$ cat config.mk
export PLATFORM = sky130hd
export DESIGN_NAME = note_off_scheduler_top
export DESIGN_NICKNAME = d
export VERILOG_FILES = /design/src/rtl/nos_pkg.sv /design/src/rtl/nos_datapath.sv /design/src/rtl/nos_controller.sv /design/src/rtl/note_off_scheduler_top.sv
export SDC_FILE = /design/constraint.sdc
export NUM_CORES = 1
export LEC_CHECK = 0
export ABC_AREA = 1
export BUFFER_PORTS_ARGS = -buffer_cell sky130_fd_sc_hd__buf_4
export CORE_ASPECT_RATIO = 0.7
export CORE_UTILIZATION = 61
export CTS_CLUSTER_DIAMETER = 120
export DETAILED_ROUTE_END_ITERATION = 6
export GPL_TIMING_DRIVEN = 0
export PLACE_DENSITY = 0.78
export SETUP_SLACK_MARGIN = 0.3
export SLEW_MARGIN = 5
export SYNTH_ARGS = -nofsm -noshare
export SYNTH_HDL_FRONTEND = slang
export SYNTH_HIERARCHICAL = 1
export SYNTH_SLANG_ARGS = --single-unit
$ cat constraint.sdc
create_clock -name clk_i -period 6.4 [get_ports clk_i]
set_input_delay 0.64 -clock clk_i [delete_from_list [all_inputs] [get_ports clk_i]]
set_output_delay 0.64 -clock clk_i [all_outputs]
set_load 0.03 [all_outputs]
$ cat src/rtl/nos_pkg.sv
// Shared types and constants of the note-off scheduler.
// Used by the datapath, the controller and the top level; depends on nothing.
package nos_pkg;

  localparam int MAX_PENDING = 16;
  localparam int TICK_W      = 16;
  localparam int DUR_W       = 16;
  localparam int CNT_W       = $clog2(MAX_PENDING + 1);
  localparam int IDX_W       = (MAX_PENDING > 1) ? $clog2(MAX_PENDING) : 1;

  typedef enum logic [1:0] {
    OP_NOTE  = 2'd0,
    OP_TICK  = 2'd1,
    OP_STOP  = 2'd2,
    OP_CLEAR = 2'd3
  } op_e;

  typedef struct packed {
    op_e              opcode;
    logic [6:0]       pitch;
    logic [6:0]       velocity;
    logic [DUR_W-1:0] duration_ticks;
  } item_t;

  typedef struct packed {
    logic [6:0] out_pitch;
    logic [6:0] out_velocity;
    logic       last;
  } result_t;

  // Datapath operations issued by the controller, one per cycle.
  typedef enum logic [3:0] {
    DP_NOP,
    DP_CAPTURE,
    DP_READ_OLDEST,
    DP_NOTE_OFF,
    DP_NOTE_ON,
    DP_TICK_START,
    DP_TICK_STEP,
    DP_TICK_END,
    DP_STOP_START,
    DP_STOP_STEP,
    DP_CLEAR
  } dp_op_e;

  typedef struct packed {
    dp_op_e op;
  } cmd_t;

  typedef struct packed {
    op_e  opcode;
    logic vel_zero;
    logic full;
    logic empty;
    logic more;
    logic at_zero;
  } stat_t;

endpackage

$ cat src/rtl/nos_datapath.sv
// Datapath of the note-off scheduler: pending-entry memory kept as a ring,
// index counters, held note-off and result register. Depends on nos_pkg.
module nos_datapath (
  input  logic            clk_i,
  input  logic            rst_ni,
  input  nos_pkg::item_t  item_i,
  input  nos_pkg::cmd_t   cmd_i,
  output nos_pkg::stat_t  stat_o,
  output nos_pkg::result_t res_o,
  output logic            strobe_o
);
  import nos_pkg::*;

  typedef struct packed {
    logic [6:0]        pitch;
    logic [TICK_W-1:0] ticks;
  } pend_t;

  localparam logic [TICK_W-1:0] TICK_MAX = {TICK_W{1'b1}};

  pend_t mem [MAX_PENDING];

  item_t             item_q, item_d;
  logic [CNT_W-1:0]  count_q, count_d;
  logic [IDX_W-1:0]  head_q, head_d;
  logic [CNT_W-1:0]  rd_idx_q, rd_idx_d;
  logic [CNT_W-1:0]  keep_q, keep_d;
  logic              held_vld_q, held_vld_d;
  logic [6:0]        held_pitch_q, held_pitch_d;
  pend_t             rdata_q;
  result_t           res_q, res_d;
  logic              strobe_q, strobe_d;

  logic              rd_en, wr_en;
  logic [CNT_W-1:0]  rd_log, wr_log;
  pend_t             wr_data;
  logic [TICK_W-1:0] tick_dec;
  logic [TICK_W-1:0] dur_sat;

  // Logical position relative to the oldest entry, mapped onto the ring.
  function automatic logic [IDX_W-1:0] phys_idx(input logic [IDX_W-1:0] base,
                                                 input logic [CNT_W-1:0] ofs);
    logic [CNT_W:0] sum;
    sum = (CNT_W+1)'(base) + (CNT_W+1)'(ofs);
    if (sum >= (CNT_W+1)'(MAX_PENDING)) begin
      sum = sum - (CNT_W+1)'(MAX_PENDING);
    end
    return sum[IDX_W-1:0];
  endfunction

  assign tick_dec = (rdata_q.ticks == '0) ? '0 : rdata_q.ticks - TICK_W'(1);

  always_comb begin
    if (33'(item_q.duration_ticks) > 33'(TICK_MAX)) begin
      dur_sat = TICK_MAX;
    end else begin
      dur_sat = TICK_W'(item_q.duration_ticks);
    end
  end

  always_comb begin
    item_d       = item_q;
    count_d      = count_q;
    head_d       = head_q;
    rd_idx_d     = rd_idx_q;
    keep_d       = keep_q;
    held_vld_d   = held_vld_q;
    held_pitch_d = held_pitch_q;
    res_d        = res_q;
    strobe_d     = 1'b0;
    rd_en        = 1'b0;
    rd_log       = '0;
    wr_en        = 1'b0;
    wr_log       = count_q;
    wr_data      = '{pitch: item_q.pitch, ticks: dur_sat};
    case (cmd_i.op)
      DP_CAPTURE: begin
        item_d = item_i;
      end
      DP_READ_OLDEST: begin
        rd_en = 1'b1;
      end
      DP_NOTE_OFF: begin
        strobe_d = 1'b1;
        res_d    = '{out_pitch: rdata_q.pitch, out_velocity: 7'd0, last: 1'b0};
        head_d   = phys_idx(head_q, CNT_W'(1));
        count_d  = count_q - CNT_W'(1);
      end
      DP_NOTE_ON: begin
        wr_en    = 1'b1;
        count_d  = count_q + CNT_W'(1);
        strobe_d = 1'b1;
        res_d    = '{out_pitch: item_q.pitch, out_velocity: item_q.velocity, last: 1'b1};
      end
      DP_TICK_START: begin
        rd_en      = 1'b1;
        rd_idx_d   = CNT_W'(1);
        keep_d     = '0;
        held_vld_d = 1'b0;
      end
      DP_TICK_STEP: begin
        if (tick_dec == '0) begin
          // A due entry is held back so the final one can carry the last flag.
          if (held_vld_q) begin
            strobe_d = 1'b1;
            res_d    = '{out_pitch: held_pitch_q, out_velocity: 7'd0, last: 1'b0};
          end
          held_vld_d   = 1'b1;
          held_pitch_d = rdata_q.pitch;
        end else begin
          wr_en   = 1'b1;
          wr_log  = keep_q;
          wr_data = '{pitch: rdata_q.pitch, ticks: tick_dec};
          keep_d  = keep_q + CNT_W'(1);
        end
        if (rd_idx_q < count_q) begin
          rd_en    = 1'b1;
          rd_log   = rd_idx_q;
          rd_idx_d = rd_idx_q + CNT_W'(1);
        end
      end
      DP_TICK_END: begin
        count_d    = keep_q;
        held_vld_d = 1'b0;
        if (held_vld_q) begin
          strobe_d = 1'b1;
          res_d    = '{out_pitch: held_pitch_q, out_velocity: 7'd0, last: 1'b1};
        end
      end
      DP_STOP_START: begin
        rd_en    = 1'b1;
        rd_log   = count_q - CNT_W'(1);
        rd_idx_d = count_q - CNT_W'(1);
      end
      DP_STOP_STEP: begin
        strobe_d = 1'b1;
        res_d    = '{out_pitch: rdata_q.pitch, out_velocity: 7'd0,
                     last: (rd_idx_q == '0)};
        if (rd_idx_q != '0) begin
          rd_en    = 1'b1;
          rd_log   = rd_idx_q - CNT_W'(1);
          rd_idx_d = rd_idx_q - CNT_W'(1);
        end else begin
          count_d = '0;
        end
      end
      DP_CLEAR: begin
        count_d = '0;
      end
      default: begin
      end
    endcase
  end

  always_ff @(posedge clk_i) begin
    if (wr_en) begin
      mem[phys_idx(head_q, wr_log)] <= wr_data;
    end
    if (rd_en) begin
      rdata_q <= mem[phys_idx(head_q, rd_log)];
    end
  end

  always_ff @(posedge clk_i or negedge rst_ni) begin
    if (!rst_ni) begin
      count_q    <= '0;
      head_q     <= '0;
      rd_idx_q   <= '0;
      keep_q     <= '0;
      held_vld_q <= 1'b0;
      strobe_q   <= 1'b0;
    end else begin
      count_q    <= count_d;
      head_q     <= head_d;
      rd_idx_q   <= rd_idx_d;
      keep_q     <= keep_d;
      held_vld_q <= held_vld_d;
      strobe_q   <= strobe_d;
    end
  end

  always_ff @(posedge clk_i) begin
    item_q       <= item_d;
    held_pitch_q <= held_pitch_d;
    res_q        <= res_d;
  end

  assign stat_o = '{opcode:   item_q.opcode,
                    vel_zero: (item_q.velocity == 7'd0),
                    full:     (count_q == CNT_W'(MAX_PENDING)),
                    empty:    (count_q == '0),
                    more:     (rd_idx_q < count_q),
                    at_zero:  (rd_idx_q == '0)};
  assign res_o    = res_q;
  assign strobe_o = strobe_q;

endmodule

$ cat src/rtl/nos_controller.sv
// Controller state machine of the note-off scheduler.
// Issues one datapath operation per cycle from datapath status; uses nos_pkg.
module nos_controller (
  input  logic           clk_i,
  input  logic           rst_ni,
  input  logic           start_i,
  input  nos_pkg::stat_t stat_i,
  output nos_pkg::cmd_t  cmd_o,
  output logic           busy_o
);
  import nos_pkg::*;

  localparam logic [2:0] S_IDLE     = 3'd0;
  localparam logic [2:0] S_DISPATCH = 3'd1;
  localparam logic [2:0] S_NOTE_OFF = 3'd2;
  localparam logic [2:0] S_NOTE_ON  = 3'd3;
  localparam logic [2:0] S_TICK_RUN = 3'd4;
  localparam logic [2:0] S_TICK_END = 3'd5;
  localparam logic [2:0] S_STOP_RUN = 3'd6;

  logic [2:0] state_q, state_d;
  dp_op_e     op;

  always_comb begin
    state_d = state_q;
    op      = DP_NOP;
    case (state_q)
      S_IDLE: begin
        if (start_i) begin
          op      = DP_CAPTURE;
          state_d = S_DISPATCH;
        end
      end
      S_DISPATCH: begin
        case (stat_i.opcode)
          OP_NOTE: begin
            if (stat_i.vel_zero) begin
              state_d = S_IDLE;
            end else if (stat_i.full) begin
              op      = DP_READ_OLDEST;
              state_d = S_NOTE_OFF;
            end else begin
              state_d = S_NOTE_ON;
            end
          end
          OP_TICK: begin
            if (stat_i.empty) begin
              state_d = S_IDLE;
            end else begin
              op      = DP_TICK_START;
              state_d = S_TICK_RUN;
            end
          end
          OP_STOP: begin
            if (stat_i.empty) begin
              state_d = S_IDLE;
            end else begin
              op      = DP_STOP_START;
              state_d = S_STOP_RUN;
            end
          end
          OP_CLEAR: begin
            op      = DP_CLEAR;
            state_d = S_IDLE;
          end
          default: begin
            state_d = S_IDLE;
          end
        endcase
      end
      S_NOTE_OFF: begin
        op      = DP_NOTE_OFF;
        state_d = S_NOTE_ON;
      end
      S_NOTE_ON: begin
        op      = DP_NOTE_ON;
        state_d = S_IDLE;
      end
      S_TICK_RUN: begin
        op = DP_TICK_STEP;
        if (!stat_i.more) begin
          state_d = S_TICK_END;
        end
      end
      S_TICK_END: begin
        op      = DP_TICK_END;
        state_d = S_IDLE;
      end
      S_STOP_RUN: begin
        op = DP_STOP_STEP;
        if (stat_i.at_zero) begin
          state_d = S_IDLE;
        end
      end
      default: begin
        state_d = S_IDLE;
      end
    endcase
  end

  always_ff @(posedge clk_i or negedge rst_ni) begin
    if (!rst_ni) begin
      state_q <= S_IDLE;
    end else begin
      state_q <= state_d;
    end
  end

  assign cmd_o  = '{op: op};
  assign busy_o = (state_q != S_IDLE);

endmodule

$ cat src/rtl/note_off_scheduler_top.sv
// Note-off scheduler: pairs each note-on with a note-off after a tick count.
// Top level joining nos_controller and nos_datapath; uses nos_pkg.
//
// Usage: drive an item on in_i and raise start; it is taken at a rising edge
// where start is high and busy is low. Note items with nonzero velocity give
// a note-on, preceded by the note-off of the oldest pending note when all
// MAX_PENDING entries are in use. Tick items count every pending note down
// and give note-offs, oldest first, for those that reach zero. Stop items give
// note-offs for all pending notes, newest first. Clear items drop them quietly.
// Each result appears on res_o for exactly one cycle with strobe_o high; the
// last flag marks the final result of an item. Results cannot be held off.
// Timing: busy rises the cycle after a transfer. Tick and stop items read
// one pending entry per cycle from the pending-entry memory; a zero-velocity
// note, a clear, and a tick or stop on an empty table go from dispatch
// straight back to idle.
// Results lag their datapath step by one register.
// Reset empties the pending table; no clearing pass is needed.
module note_off_scheduler_top (
  input  logic             clk_i,
  input  logic             rst_ni,
  input  logic             start,
  input  nos_pkg::item_t   in_i,
  output logic             busy,
  output nos_pkg::result_t res_o,
  output logic             strobe_o
);
  import nos_pkg::*;

  cmd_t  cmd;
  stat_t stat;

  nos_controller u_ctrl (
    .clk_i   (clk_i),
    .rst_ni  (rst_ni),
    .start_i (start),
    .stat_i  (stat),
    .cmd_o   (cmd),
    .busy_o  (busy)
  );

  nos_datapath u_dp (
    .clk_i    (clk_i),
    .rst_ni   (rst_ni),
    .item_i   (in_i),
    .cmd_i    (cmd),
    .stat_o   (stat),
    .res_o    (res_o),
    .strobe_o (strobe_o)
  );

endmodule

==> run metrics <==
outcome finished clean; top cell type's share of synthesized area 0.6691; r2r endpoint u_dp/rdata_q[14]$_DFFE_PP_; via-per-instance ratio 6.325; post-CTS setup buffer count 0; htree depth 2; DRT Wirelength roughly 52,000 µm; leading area contributor after synthesis edfxtp_1; Top FF cell, synth edfxtp_1; CTS clock-pin slew for the worst setup and hold paths ~0.07 ns; Post-DP HPWL 34,560 µm; Die H 153.4 µm; final critical-path share of the clock period 0.9078; Nets 1,837; cells after synthesis 1,667; final count of hold timing violations 0; Tmin final approximately 5.8 ns; Boundary Pins 52; Critical Path AT 6.17 ns; port buffer count 51; clk sinks 469; fmax 172.1 MHz; min-delay worst type in2reg; Horiz. Die Dim 218.3 µm; post-route ant nets 0; Layout area overhead 13.57%; Clock Latency Late Sink between 0.5 and 0.6 ns; Synth area leaders edfxtp_1, o21ai_0, nand2_1; setup violators final 0; global-route usage over all layers 0.3141; crit start category flop; post-route DRC violation count 0; Min-Delay Startpoint in_i[19]; number of max-cap violations 0; Max clock buf depth 3; initial antenna violation count 0; Tightest Pin Transition 1.309 ns; CP Buf/Inv Count 9; Async S/R FF share, synth 0.05117; Antenna Cells 0; Max Slew Vio Count 0; total gr overflow 0; sequential share of the synthesized area 0.6992; Critical Path RT 6.76 ns; Final Cell Area roughly 23,000 µm²; number of global-route vias before repair between 10k and 15k; RSZ-0062 raised after global routing yes; first-pass GRT wire length 77,990 µm; CTS root buf clkbuf_16; Reg2Reg Depth 25; Final Skew 0.01872 ns; Post-synth EDFFs 445; Crit Path Max Fanout 10; CTS Buf Count 43; crit end category flop; via count 14.17k; Hold Path Sink u_dp/item_q[19]$_DFFE_PN_; maximum number of pins on one net before global-route repair 27; CTS tree yes; WS Path Type reg2reg; top-count cell post-synth edfxtp_1; top cells by count, synth edfxtp_1, nand2_1, o21ai_0, nor2_1, inv_1; synthesized flop and latch total roughly 470; layout cell share with drive strength beyond 1 0.1241; r2r setup slk 0.59 ns; starting density of the core 0.6188; Starting DRT DRC Count 2,070; critical path's slowest cell fa_2; Die ar. 33,480 µm²; Post-Syn Area per Cell 11.98 µm²; CP top delay family buffers and inverters; Crit. path cell count 25; DP Area 21,240 µm²; FP Rows 55; GPL Wtd Cong 0.9503; Distinct cells, synth 47; crit path from u_dp/count_q[0]$_DFFE_PN0P_; TNS Setup 0 ns; routed len/inst around 23 µm; Post-Syn Nets 1,722; drt first pass iters 6; Yosys warning count 6; Core ar. 32,270 µm²; Hold Crit Depth 1; max_slew headroom 0.1212; FF-to-FF Start u_dp/count_q[0]$_DFFE_PN0P_; Syn Std Cell Area 19,970 µm²; slowest stage delay, CP roughly 0.71 ns
final cells by class:
class | instances | area [µm²]
clock inverter | 22 | 229.0
multi-input combinational | 1016 | 5390
buffer | 87 | 387.9
tap | 427 | 534.3
clock buffer | 54 | 1189
inverter | 95 | 356.6
fill | 2127 | 9594
timing repair buffer | 70 | 630.6
sequential | 469 | 13960
metrics by stage:
stage               setup slack (ns)  instances  hold slack [ns]    util
floorplan                      1.839       1667           0.3444       -
global placement              0.3069       2145           0.4287  0.6472
detailed placement            0.3733       2163           0.4357  0.6582
CTS                           0.3160       2240           0.2196  0.7024
global route                  0.2029       2240           0.2326  0.7027
finish                        0.5898       2240           0.2493  0.7027
flip-flops by register name, indices dropped and copies added (netlist names):
register	count
u_dp/res_o	15
u_dp/keep_q	5
u_dp/rdata_q	23
u_dp/held_pitch_q	7
u_dp/dur_sat	16
u_dp/item_q	14
u_dp/rd_idx_q	5
u_dp/strobe_o	1
u_dp/head_q	4
u_dp/count_q	5
u_dp/mem	368
u_dp/stat_o	2
u_ctrl/state_q	3
u_dp/held_vld_q	1
per-layer routing:
layer,part of all wire,track usage,up-vias
met5,0,0,-
met4,0.025,0.1052,0
met3,0.14,0.07682,110
met2,0.43,0.4496,1026
met1,0.41,0.4733,6773
li1,-,-,6260
worst reg2reg max path: cells and delay by family, from the launching register on:
| kind | cells | cell delay [ns] |
|---|---|---|
| AOI/OAI and AO/OA | 5 | 1.34 |
| adders and majority gates | 3 | 1.12 |
| buffers and inverters | 9 | 1.61 |
| DFF | 1 | 0.41 |
| and+or+nand+nor | 8 | 1.12 |
cells by family after synthesis:
kind of cell             count (synthesis)  share of synthesized area
AO/OA/AOI/OAI                          413                     0.1219
buffers and inverters                  182                    0.03684
flip-flops                             469                     0.6992
adder cells (fa/ha/maj)                 20                    0.01328
AND/OR/NAND/NOR                        568                     0.1212
XOR/XNOR                                15                   0.007519
what timing repair did:
action,in CTS,in global routing
hold buffers,1,0
setup endpoints to repair,0,20
gates resized for setup,0,15
hold endpoints to repair,24,0
worst max-delay path by stage:
stage | end | slack, ns
after floorplan | u_dp/mem[10][0]$_DFFE_PP_ | 1.84
after global placement | u_dp/mem[7][4]$_DFFE_PP_ | 0.31
after detailed placement | u_dp/rdata_q[15]$_DFFE_PP_ | 0.37
after CTS | u_dp/rdata_q[15]$_DFFE_PP_ | 0.32
after global routing | u_dp/rdata_q[15]$_DFFE_PP_ | 0.20
final | u_dp/rdata_q[14]$_DFFE_PP_ | 0.59
layout by cell type (no fill, tap or decap), drive strengths merged, types with 13 or more instances in the layout:
cell type  Yosys  routed
o221ai        28      28
xor2          13      13
dfrtp         24      24
o21ai        254     254
nor2         229     229
inv           92      93
edfxtp       445     445
a21oi         34      34
clkbuf        68     122
clkinv         3      16
a32o          23      23
o22ai         47      47
buf           19      88
ha            18      18
nand2        262     262
nand3         57      57
Power is not shown: default switching activity piles up to over one toggle a cycle in this logic, so the estimate is an artifact.
